### config.mk
export PLATFORM = sky130hd
export DESIGN_NAME = positional_list_engine_top
export DESIGN_NICKNAME = d
export VERILOG_FILES = /design/src/design/ple_pkg.sv /design/src/design/ple_cell.sv /design/src/design/positional_list_engine_top.sv
export SDC_FILE = /design/constraint.sdc
export NUM_CORES = 2
export LEC_CHECK = 0
export BUFFER_PORTS_ARGS = -buffer_cell sky130_fd_sc_hd__buf_2
export CAP_MARGIN = 10
export CORE_UTILIZATION = 58
export CTS_CLUSTER_SIZE = 10
export DETAILED_ROUTE_END_ITERATION = 6
export PLACE_DENSITY = 0.81
export SLEW_MARGIN = 10
export SYNTH_ARGS = -nofsm -noshare
export SYNTH_HDL_FRONTEND = slang
export SYNTH_SLANG_ARGS = --single-unit
### constraint.sdc
create_clock -name clk -period 6.35 [get_ports clk]
set_input_delay 1.27 -clock clk [delete_from_list [all_inputs] [get_ports clk]]
set_output_delay 1.27 -clock clk [all_outputs]
set_load 0.02 [all_outputs]
### src/design/ple_pkg.sv
// Shared types and codes for the positional list engine.
// Used by ple_cell and positional_list_engine_top; no dependencies.
package ple_pkg;

    // Fixed field widths of the request and result transfers
    localparam int POS_W    = 5;
    localparam int VALUE_W  = 32;
    localparam int ACTION_W = 3;
    localparam int STATUS_W = 2;

    // Widest internal buses, sized for the largest supported build
    localparam int IDX_MAX_W  = 8;   // cell index, up to 256 cells
    localparam int CNT_MAX_W  = 9;   // list length, up to 256
    localparam int DATA_MAX_W = 64;  // stored word

    // Request kinds
    localparam logic [ACTION_W-1:0] ACT_INSERT = 3'd0;
    localparam logic [ACTION_W-1:0] ACT_DELETE = 3'd1;
    localparam logic [ACTION_W-1:0] ACT_LOCATE = 3'd2;
    localparam logic [ACTION_W-1:0] ACT_GET    = 3'd3;
    localparam logic [ACTION_W-1:0] ACT_CLEAR  = 3'd4;

    // Result status
    localparam logic [STATUS_W-1:0] ST_OK       = 2'd0;
    localparam logic [STATUS_W-1:0] ST_RANGE    = 2'd1;
    localparam logic [STATUS_W-1:0] ST_FULL     = 2'd2;
    localparam logic [STATUS_W-1:0] ST_NOTFOUND = 2'd3;

    // Cell update codes
    localparam logic [1:0] CELL_HOLD   = 2'd0;
    localparam logic [1:0] CELL_INSERT = 2'd1;
    localparam logic [1:0] CELL_DELETE = 2'd2;

    // Probe kinds
    localparam logic PROBE_INDEX  = 1'b0;
    localparam logic PROBE_LOCATE = 1'b1;

    // Command broadcast to every cell
    typedef struct packed {
        logic [1:0]            op;
        logic                  kind;
        logic [IDX_MAX_W-1:0]  idx;
        logic [CNT_MAX_W-1:0]  len;
        logic [DATA_MAX_W-1:0] value;
    } cell_cmd_t;

    // Search token handed from cell to cell
    typedef struct packed {
        logic                  valid;
        logic                  hit;
        logic [POS_W-1:0]      found;
        logic [DATA_MAX_W-1:0] data;
    } probe_t;

endpackage

### src/design/ple_cell.sv
// One list cell: holds a single entry and one stage of the search chain.
// Depends on ple_pkg for the command and probe types.
module ple_cell #(
    parameter int DATA_WIDTH = 32,
    parameter int INDEX      = 0
) (
    input  logic                  clk,
    input  logic                  rst_n,
    input  ple_pkg::cell_cmd_t    cmd,
    input  logic [DATA_WIDTH-1:0] prev_entry,
    input  logic [DATA_WIDTH-1:0] next_entry,
    output logic [DATA_WIDTH-1:0] entry,
    input  ple_pkg::probe_t       probe_in,
    output ple_pkg::probe_t       probe_out
);
    import ple_pkg::*;

    logic [DATA_WIDTH-1:0] entry_reg;
    logic [DATA_WIDTH-1:0] entry_next;
    probe_t                probe_reg;
    probe_t                probe_next;
    logic                  at_idx;
    logic                  past_idx;
    logic                  match;

    assign at_idx   = (cmd.idx == IDX_MAX_W'(INDEX));
    assign past_idx = (IDX_MAX_W'(INDEX) > cmd.idx);

    // Entry update: insert pulls from the left, delete from the right
    always_comb
    begin
        entry_next = entry_reg;
        case (cmd.op)
            CELL_INSERT:
            begin
                if (at_idx)
                    entry_next = cmd.value[DATA_WIDTH-1:0];
                else if (past_idx)
                    entry_next = prev_entry;
            end
            CELL_DELETE:
            begin
                if (at_idx || past_idx)
                    entry_next = next_entry;
            end
            default:
            begin
                entry_next = entry_reg;
            end
        endcase
    end

    // Match test for the passing probe
    always_comb
    begin
        if (cmd.kind == PROBE_LOCATE)
            match = (CNT_MAX_W'(INDEX) < cmd.len) &&
                    (entry_reg == cmd.value[DATA_WIDTH-1:0]);
        else
            match = at_idx;
    end

    // First hit along the chain wins; later cells pass it on
    always_comb
    begin
        probe_next = probe_in;
        if (probe_in.valid && !probe_in.hit && match)
        begin
            probe_next.hit   = 1'b1;
            probe_next.found = POS_W'(INDEX + 1);
            probe_next.data  = DATA_MAX_W'(entry_reg);
        end
    end

    always_ff @(posedge clk)
    begin
        entry_reg <= entry_next;
    end

    // Probe stage register
    always_ff @(posedge clk or negedge rst_n)
    begin
        if (!rst_n)
            probe_reg <= '0;
        else
            probe_reg <= probe_next;
    end

    assign entry     = entry_reg;
    assign probe_out = probe_reg;

endmodule

### src/design/positional_list_engine_top.sv
// Top level of the positional list engine: control, length counter, cell chain.
// Depends on ple_pkg and ple_cell.
//
// Ordered list of up to CAPACITY words held in a row of cells, one entry each.
// Insert, clear, undefined actions and any rejected request go from idle
// straight to the done state, where their result is loaded into the output
// register. Locate, and get or delete at a valid position, send a search token
// down the cell chain one cell per cycle; the result is formed when the token
// leaves the last cell, and a delete closes the gap at that point. One request
// is in work at a time. The output register holds a finished result until it is
// taken, and a new request is taken meanwhile; its result then waits, and no
// further request is taken, until the output register is free. Stored words are
// the low DATA_WIDTH bits of the value; cells beyond the length hold whatever
// they last held.
module positional_list_engine_top #(
    parameter int CAPACITY   = 16,
    parameter int DATA_WIDTH = 32
) (
    input  logic        clk,
    input  logic        rst_n,
    input  logic        s_tvalid,
    output logic        s_tready,
    input  logic [39:0] s_tdata,   // [4:0] position, [36:5] value, [39:37] zero
    input  logic [2:0]  s_tuser,   // [2:0] action
    output logic        m_tvalid,
    input  logic        m_tready,
    output logic [47:0] m_tdata    // [31:0] data_out, [36:32] found_position,
                                   // [41:37] list_length, [42] list_empty,
                                   // [44:43] status, [47:45] zero
);
    import ple_pkg::*;

    localparam int CNT_W = $clog2(CAPACITY + 1);
    localparam int CMP_W = ((CNT_W > POS_W) ? CNT_W : POS_W) + 1;
    localparam int OUT_W = VALUE_W + 2 * POS_W + 1 + STATUS_W;

    localparam logic [1:0] S_IDLE  = 2'd0;
    localparam logic [1:0] S_PROBE = 2'd1;
    localparam logic [1:0] S_DONE  = 2'd2;

    logic [1:0]            state_reg, state_next;
    logic [CNT_W-1:0]      count_reg, count_next;
    logic                  launch_reg, launch_next;
    logic                  out_valid_reg, out_valid_next;

    logic [ACTION_W-1:0]   req_action_reg;
    logic                  req_kind_reg;
    logic [IDX_MAX_W-1:0]  req_idx_reg;
    logic [DATA_MAX_W-1:0] req_val_reg;

    logic [VALUE_W-1:0]    res_data_reg, res_data_next;
    logic [POS_W-1:0]      res_found_reg, res_found_next;
    logic [STATUS_W-1:0]   res_status_reg, res_status_next;
    logic [OUT_W-1:0]      out_reg;

    logic [POS_W-1:0]      in_pos;
    logic [VALUE_W-1:0]    in_val;
    logic [ACTION_W-1:0]   in_action;
    logic                  accept;
    logic                  pos_zero;
    logic                  ins_pos_ok;
    logic                  idx_pos_ok;
    logic                  full;
    logic                  probe_start;
    logic                  probe_kind;
    logic                  probe_done;
    logic                  out_free;
    logic [CMP_W-1:0]      pos_c;
    logic [CMP_W-1:0]      cnt_c;

    cell_cmd_t             cmd;
    probe_t                probe_chain [CAPACITY+1];
    logic [DATA_WIDTH-1:0] ent [CAPACITY];

    // Request fields
    assign in_pos    = s_tdata[POS_W-1:0];
    assign in_val    = s_tdata[POS_W+VALUE_W-1:POS_W];
    assign in_action = s_tuser;

    assign s_tready = (state_reg == S_IDLE);
    assign accept   = s_tvalid && s_tready;
    assign out_free = !out_valid_reg || m_tready;

    // Range checks on the request position
    assign pos_c      = CMP_W'(in_pos);
    assign cnt_c      = CMP_W'(count_reg);
    assign pos_zero   = (in_pos == '0);
    assign full       = (count_reg == CNT_W'(CAPACITY));
    assign ins_pos_ok = !pos_zero && (pos_c <= cnt_c + CMP_W'(1));
    assign idx_pos_ok = !pos_zero && (pos_c <= cnt_c);

    // Which requests need a walk along the chain
    always_comb
    begin
        probe_start = 1'b0;
        probe_kind  = PROBE_INDEX;
        case (in_action)
            ACT_DELETE, ACT_GET:
            begin
                probe_start = idx_pos_ok;
            end
            ACT_LOCATE:
            begin
                probe_start = 1'b1;
                probe_kind  = PROBE_LOCATE;
            end
            default:
            begin
                probe_start = 1'b0;
            end
        endcase
    end

    assign probe_done = (state_reg == S_PROBE) && probe_chain[CAPACITY].valid;

    // Command to the cells
    always_comb
    begin
        cmd.op    = CELL_HOLD;
        cmd.kind  = req_kind_reg;
        cmd.len   = CNT_MAX_W'(count_reg);
        cmd.idx   = req_idx_reg;
        cmd.value = req_val_reg;
        if (state_reg == S_IDLE)
        begin
            cmd.idx   = IDX_MAX_W'(in_pos - POS_W'(1));
            cmd.value = DATA_MAX_W'(in_val);
            if (accept && in_action == ACT_INSERT && !full && ins_pos_ok)
                cmd.op = CELL_INSERT;
        end
        else if (probe_done && req_action_reg == ACT_DELETE)
        begin
            cmd.op = CELL_DELETE;
        end
    end

    // Sequencer and result formation
    always_comb
    begin
        state_next      = state_reg;
        count_next      = count_reg;
        launch_next     = 1'b0;
        out_valid_next  = out_valid_reg && !m_tready;
        res_data_next   = res_data_reg;
        res_found_next  = res_found_reg;
        res_status_next = res_status_reg;
        case (state_reg)
            S_IDLE:
            begin
                if (accept)
                begin
                    res_data_next   = '0;
                    res_found_next  = '0;
                    res_status_next = ST_OK;
                    if (probe_start)
                    begin
                        launch_next = 1'b1;
                        state_next  = S_PROBE;
                    end
                    else
                    begin
                        state_next = S_DONE;
                        case (in_action)
                            ACT_INSERT:
                            begin
                                if (full)
                                    res_status_next = ST_FULL;
                                else if (!ins_pos_ok)
                                    res_status_next = ST_RANGE;
                                else
                                    count_next = count_reg + CNT_W'(1);
                            end
                            ACT_DELETE, ACT_GET:
                            begin
                                res_status_next = ST_RANGE;
                            end
                            ACT_CLEAR:
                            begin
                                count_next = '0;
                            end
                            default:
                            begin
                                res_status_next = ST_OK;
                            end
                        endcase
                    end
                end
            end
            S_PROBE:
            begin
                if (probe_done)
                begin
                    state_next = S_DONE;
                    if (req_kind_reg == PROBE_LOCATE)
                    begin
                        res_data_next   = '0;
                        res_found_next  = probe_chain[CAPACITY].hit ?
                                          probe_chain[CAPACITY].found : '0;
                        res_status_next = probe_chain[CAPACITY].hit ? ST_OK : ST_NOTFOUND;
                    end
                    else
                    begin
                        res_data_next   = VALUE_W'(probe_chain[CAPACITY].data);
                        res_found_next  = '0;
                        res_status_next = ST_OK;
                        if (req_action_reg == ACT_DELETE)
                            count_next = count_reg - CNT_W'(1);
                    end
                end
            end
            S_DONE:
            begin
                if (out_free)
                begin
                    out_valid_next = 1'b1;
                    state_next     = S_IDLE;
                end
            end
            default:
            begin
                state_next = S_IDLE;
            end
        endcase
    end

    // Control registers
    always_ff @(posedge clk or negedge rst_n)
    begin
        if (!rst_n)
        begin
            state_reg     <= S_IDLE;
            count_reg     <= '0;
            launch_reg    <= 1'b0;
            out_valid_reg <= 1'b0;
        end
        else
        begin
            state_reg     <= state_next;
            count_reg     <= count_next;
            launch_reg    <= launch_next;
            out_valid_reg <= out_valid_next;
        end
    end

    // Request and result payload
    always_ff @(posedge clk)
    begin
        if (accept)
        begin
            req_action_reg <= in_action;
            req_kind_reg   <= probe_kind;
            req_idx_reg    <= IDX_MAX_W'(in_pos - POS_W'(1));
            req_val_reg    <= DATA_MAX_W'(in_val);
        end
        res_data_reg   <= res_data_next;
        res_found_reg  <= res_found_next;
        res_status_reg <= res_status_next;
        if (state_reg == S_DONE && out_free)
            out_reg <= {res_status_reg, (count_reg == '0), POS_W'(count_reg),
                        res_found_reg, res_data_reg};
    end

    // Cell chain
    assign probe_chain[0] = '{valid: launch_reg, hit: 1'b0, found: '0, data: '0};

    for (genvar k = 0; k < CAPACITY; k++)
    begin : g_cell
        logic [DATA_WIDTH-1:0] left_w;
        logic [DATA_WIDTH-1:0] right_w;

        if (k == 0)
        begin : g_first
            assign left_w = cmd.value[DATA_WIDTH-1:0];
        end
        else
        begin : g_inner_l
            assign left_w = ent[k-1];
        end

        if (k == CAPACITY - 1)
        begin : g_last
            assign right_w = ent[k];
        end
        else
        begin : g_inner_r
            assign right_w = ent[k+1];
        end

        ple_cell #(
            .DATA_WIDTH (DATA_WIDTH),
            .INDEX      (k)
        ) u_cell (
            .clk        (clk),
            .rst_n      (rst_n),
            .cmd        (cmd),
            .prev_entry (left_w),
            .next_entry (right_w),
            .entry      (ent[k]),
            .probe_in   (probe_chain[k]),
            .probe_out  (probe_chain[k+1])
        );
    end

    assign m_tvalid = out_valid_reg;
    assign m_tdata  = {{(48 - OUT_W){1'b0}}, out_reg};

endmodule
# --- Word-level counts from Yosys, hierarchy flattened ---
# Index checks and enable logic that the tools add are counted.
totals:
  regBits: 1753
  inputBits: 47
  out_inout_bits: 50
  wordCells: 468
classes:
  addsub: 4
  n_lt_le_gt_ge: 34
  n_eq_ne: 80
  n_mux: 138
  reduce_logical: 120
op_table:
  columns: ["cell", "n"]
  rows:
  - ["32-bit two-way mux", 51]
  - ["70-bit two-way mux", 16]
  - ["32-bit case mux with 2 select lines", 16]
  - ["32-bit == test", 16]
  - ["8-bit by 4-bit == test with 1-bit output (second input constant)", 8]
  - ["4-bit by 8-bit greater-than comparator with 1-bit output (first input constant)", 8]
  - ["1-bit logical AND", 57]
  - ["5-bit two-way mux", 11]
  - ["3-bit AND reduction", 17]
  - ["3-bit by 1-bit != test with 1-bit output (second input constant)", 16]
  - ["4-bit by 5-bit < comparator with 1-bit output (first input constant)", 8]
  - ["2-bit by 1-bit != test with 1-bit output (second input constant)", 17]
  - ["8-bit by 3-bit == test with 1-bit output (second input constant)", 4]
  - ["3-bit by 8-bit greater-than comparator with 1-bit output (first input constant)", 4]
  - ["5-bit case mux with 2 select lines", 3]
  - ["1-bit two-way mux", 24]
  - ["2-bit two-way mux", 12]
  - ["3-bit by 5-bit < comparator with 1-bit output (first input constant)", 4]
  - ["1-bit logical NOT", 19]
  - ["8-bit by 2-bit == test with 1-bit output (second input constant)", 2]
  - ["1-bit by 8-bit greater-than comparator with 1-bit output (first input constant)", 2]
  - ["2-bit by 8-bit greater-than comparator with 1-bit output (first input constant)", 2]
  - ["1-bit logical OR", 16]
  - ["5-bit logical NOT", 2]
  - ["28 further kinds", 41]

# --- Depth between registers and ports, before layout ---
depth:
  ltp_word: 10
  depth_mapped: 17
  depth_no_buf: 12

# --- Modules after synthesis ---
# A second synthesis with hierarchy kept.
unflattened:
  cells_unflattened: 7916
  area_unflattened_um2: 89072.9
by_module_without_submodules:
  columns: ["mod", "n_inst", "cells_each", "area_per_inst_um2", "seq_area_each_um2"]
  rows:
  - ["positional_list_engine_top", 1, 358, 5640.4, 4008.8]
  - ["ple_cell at g_cell[4].u_cell", 1, 550, 5621.6, 2737.6]
  - ["ple_cell at g_cell[6].u_cell", 1, 550, 5620.4, 2737.6]
  - ["ple_cell at g_cell[10].u_cell", 1, 547, 5617.9, 2737.6]
  - ["ple_cell at g_cell[14].u_cell", 1, 545, 5616.6, 2737.6]
  - ["ple_cell at g_cell[12].u_cell", 1, 548, 5610.4, 2737.6]
  - ["ple_cell at g_cell[8].u_cell", 1, 547, 5610.4, 2737.6]
  - ["ple_cell at g_cell[0].u_cell", 1, 546, 5604.1, 2737.6]
  - ["ple_cell at g_cell[15].u_cell", 1, 542, 5596.6, 2737.6]
  - ["ple_cell at g_cell[2].u_cell", 1, 547, 5575.3, 2737.6]
  - ["ple_cell at g_cell[3].u_cell", 1, 545, 5564.1, 2737.6]
  - ["ple_cell at g_cell[5].u_cell", 1, 350, 4670.7, 2737.6]
  - ["ple_cell at g_cell[9].u_cell", 1, 347, 4636.9, 2737.6]
  - ["ple_cell at g_cell[11].u_cell", 1, 362, 4590.7, 2737.6]
  - ["3 more rows", null, null, null, null]

# --- Worst setup path after synthesis ---
# No wires, ideal clock.
synth_timing:
  path_type: "register to register"
  startpoint: "register state_reg[0]"
  endpoint: "register g_cell[9].u_cell.entry_reg[0], enable pin"
  setup_ns: 0.470
  t_arrival_ns: 6.112
  required_ns: 5.880
  path_slack_ns: -0.231
  stages_incl_launch_ff: 15
  path_buffers: 7
  period_less_slack_ns: 6.581
  cell_sequence: "dfrtp_1 > or2_1 > buf_6 > inv_8 > buf_6 > buf_6 > buf_2 > buf_2 > buf_2 > and2_1 > nand3_1 > o21a_1 > or2_2 > clkbuf_1 > a211oi_1"
synth_via:
  elab_chain_cells: 10
  word_cells_on_any_way: 21
  classes_between: "1 x order compare; 6 x eq/ne; 4 x mux; 10 x reduce/logical"
synth_lines:
  columns: ["item", "line_no", "rtl"]
  rows:
  - ["start, declared", "positional_list_engine_top.sv:41", "logic [1:0] state_reg, state_next;"]
  - ["start signal, assigned", "positional_list_engine_top.sv:238", "state_reg <= state_next;"]
  - ["2-bit logical NOT *", "positional_list_engine_top.sv:80", "assign s_tready = (state_reg == S_IDLE);"]
  - ["1-bit logical AND *", "positional_list_engine_top.sv:81", "assign accept = s_tvalid && s_tready;"]
  - ["named net accept", "positional_list_engine_top.sv:59", "logic accept;"]
  - ["1-bit logical AND * (3 in series)", "positional_list_engine_top.sv:128", "if (accept && in_action == ACT_INSERT && !full && ins_pos_ok)"]
  - ["1-bit two-way mux *", "positional_list_engine_top.sv:128", null]
  - ["2-bit two-way mux *", "positional_list_engine_top.sv:124", "if (state_reg == S_IDLE)"]
  - ["2-bit by 1-bit == test with 1-bit output or 2-bit == test (tied branches)", "ple_cell.sv:33", "case (cmd.op)"]
  - ["3-bit by 1-bit != test with 1-bit output (no source line) (tied with other cells)", null, null]
  - ["3-bit AND reduction (no source line) *", null, null]
  - ["end signal, assigned", "ple_cell.sv:77", "entry_reg <= entry_next;"]
  - ["end, declared", "ple_cell.sv:18", "logic [DATA_WIDTH-1:0] entry_reg;"]
# Mark *: on every way through the listed nets, which the timed path passes. The rest lies on a longest branch.
# A chain may end at the register's enable or synchronous reset.

==> impl_metrics.yaml <==
clock_tree:
  cts_repair_resize_count: 0
  postCtsHoldBufs: 0
  cts.clk_slew.worst_paths_ns: 0.06
  cts_setup_buffers: 0
  clock_sinks: 1244
  cts_buffers: 146
  root_buffer: "clkbuf_16"
  cts_tree: "done"
  clk_latency_ns: 0.81
  clk_path_buf_depth: 3
  h-tree-depth: 4
synthesis:
  yosys_warnings: 0
  async_flop_share_pct: 48.7
  synthFlopType: "edfxtp_1"
  syn_area_sq_um: 64000
  yosysSeqAreaShare_pct: 53.6
  synth_edf_count: 638
  ys_ff_latch: 1244
  synth.lib_cells_used.distinct: 102
  synthCells: 6071
  syn_area_per_cell_sq_um: 10.5
critical_path:
  cp_data_required_time_ns: 7.03
  start_kind: "flop"
  rr_startpoint: "state_reg[0]"
  r2r-end: "g_cell[2].u_cell.probe_out[31]"
  r2r_cells: 11
  cp.arrival_ns: 6.19
  crit_family: "simple AND/OR/NAND/NOR gates"
  path_max_fanout: 47
  end_kind: "flop"
  cpMostUsedCell: "buf_4"
  slowest_delay_ns: 0.86
  crit_buf_inv: 3
  r2r_slack_ns: 0.84
  cp_slowest_cell: "mux2i_4"
  path_cells: "or2_4, inv_8, mux2i_4, buf_4, xnor2_1, nor4_1, nand3_1, o31ai_2, nand3b_2, buf_4, mux2_1"
  path_class: "reg2reg"
floorplan:
  die_w_um: 334
  num_io_pins: 97
  die_h_um: 334
  dieArea_sq_um: 112000
  fp.coreArea_sq_um: 109000
  rows: 121
  initial_core_util_pct: 58.6
power:
  power.density_nw_per_um2: 374
  p_leak_nw: 28.5
  irDropWorstVdd_mv: 0.428
cells_and_area:
  layout-drive-gt1-share_pct: 17.9
  largest_register_ffs: 597
  final_cells: 7728
  final_core_util_pct: 65.7
  seq_area_sq_um: 34300
  final_cell_mix: "750 x nand2_1, 735 x o21ai_0, 638 x edfxtp_1, 606 x dfrtp_1, 422 x mux2_2"
  layout_commonest_cell: "nand2_1"
  nets: 6165
  syn_to_final_growth_pct: 12.1
  multi_input_area_sq_um: 27400
  fillers: 8031
timing:
  timing.hold.ws_ns: 0.392
  rsz0062_at_grt: "false"
  hold_viol: 0
  setup_viol: 0
  period_minus_slack_ns: 5.51
  setup_slack_ns: 0.841
  slew_violations: 0
  fin_crit_sh_pct: 86.8
  fmax_mhz: 182
  tightest_slew_ns: 1.39
  slew_headroom_pct: 7.17
  tns_ns: 0
  clock_skew_ns: 0.0514
place:
  dpl.hpwl_um: 218000
  dp_slack_ns: 0.941
  numPortBuffers: 90
  routabilityCongestion: 1.14
  dp_cells: 7432
worst_hold_path:
  hp-class: "reg2reg"
  worstHoldStart: "g_cell[6].u_cell.probe_out[70]"
  holdPathStages: 0
  whs_endpoint: "g_cell[7].u_cell.probe_out[70]"
detailed_routing:
  vias: 55585
  drt_iter0_drc: 9942
  ant_nets: 0
  drc: 9
  viasPerCell: 7.19
  first_pass_iters: 7
  wl_per_cell_um: 39.9
  wirelength_um: 308000
global_routing:
  grt_max_degree: 175
  grt_pass1_vias: 52461
  antenna_found_initial: 35
  grt_pass1_wl_um: 421000
  grt_remaining_overflow: 0
  groute.usage.overall_pct: 54.9
run:
  cap_violations: 0
run_status:
  violations: "design-rule violations"
  status: "complete, but fails checks"
-- report_power, final --
part           internal [mW]  total, mW  leakage, nW  switching (mW)
clock                   4.56       8.08         2.14            3.52
sequential              9.11       9.57         14.2           0.459
combinational           2.45       9.20         12.1            6.75
total                   16.1       26.8         28.5            10.7
-- worst max-delay path by stage --
stage / startpoint / slack (ns) / cells past startpoint / endpoint
floorplan: state_reg[0] / 0.39 / 12 / g_cell[1].u_cell.entry[0]
global placement: s_tdata[33] / 0.95 / 11 / g_cell[11].u_cell.probe_out[28]
detailed placement: s_tdata[33] / 0.94 / 11 / g_cell[11].u_cell.probe_out[28]
CTS: state_reg[0] / 1.21 / 11 / g_cell[11].u_cell.probe_out[28]
global route: state_reg[0] / 0.98 / 11 / g_cell[11].u_cell.probe_out[28]
finish: state_reg[0] / 0.84 / 11 / g_cell[2].u_cell.probe_out[31]
-- final cells by class --
type	count	share of cell area (%)
repair buffers	366	4.09
clock inverters	20	0.576
diodes	29	0.101
inverters	168	0.890
well taps	1476	2.58
clock buffers	247	5.72
flip-flops and latches	1244	47.9
multi-input cells	4178	38.2
-- logic make-up (layout without fill, tap and decap cells) --
group,Yosys count,count (layout),share of synthesized area [%]
muxes,507,507,9.20
AOI/OAI and AO/OA,1579,1579,15.0
xor gates and xnor gates,389,389,5.33
buffers and inverters,651,801,4.36
and+or+nand+nor,1686,1686,12.2
DFF,1244,1244,53.6
other,1,32,0.00586
adders and majority gates,14,14,0.274
-- cells in the mapped netlist (all sizes together), types with 21 or more instances --
library cell | number | share of area [%]
nand2 | 756 | 4.4
clkbuf | 326 | 1.9
xnor2 | 207 | 2.8
nor2 | 315 | 1.8
a22oi | 21 | 0.25
nand2b | 86 | 0.84
dfrtp | 606 | 24
o22ai | 79 | 0.77
o211ai | 54 | 0.63
o2111ai | 28 | 0.38
o221ai | 29 | 0.40
or2 | 23 | 0.22
a211oi | 23 | 0.27
nand3 | 93 | 0.74
nor4 | 57 | 0.56
mux2i | 26 | 0.57
a31oi | 29 | 0.28
inv | 161 | 0.96
nor3 | 66 | 0.54
and2 | 48 | 0.47
o311ai | 32 | 0.44
nand4 | 51 | 0.50
buf | 157 | 1.5
and3 | 51 | 0.50
mux2 | 481 | 8.6
a221oi | 31 | 0.44
or3 | 34 | 0.33
nor2b | 41 | 0.40
edfxtp | 638 | 30
a21oi | 329 | 2.6
o21ai | 737 | 5.8
xor2 | 182 | 2.5
a2111oi | 32 | 0.45
-- stage by stage --
step	instance area, sq um	power (mW)
floorplan	64000	14.0
global placement	67100	18.0
detailed placement	67100	18.1
CTS	71600	26.1
global route	71600	27.0
finish	71700	26.8
-- layer usage --
metal	GRT usage [%]	vias to the layer above	part of all wire, %
met2	77.9	5302	42
li1	-	21959	-
met3	18.4	1442	13
met1	65.5	26860	33
met4	51.3	22	12
met5	0	-	0.052
(Power assumes the default switching activity.)
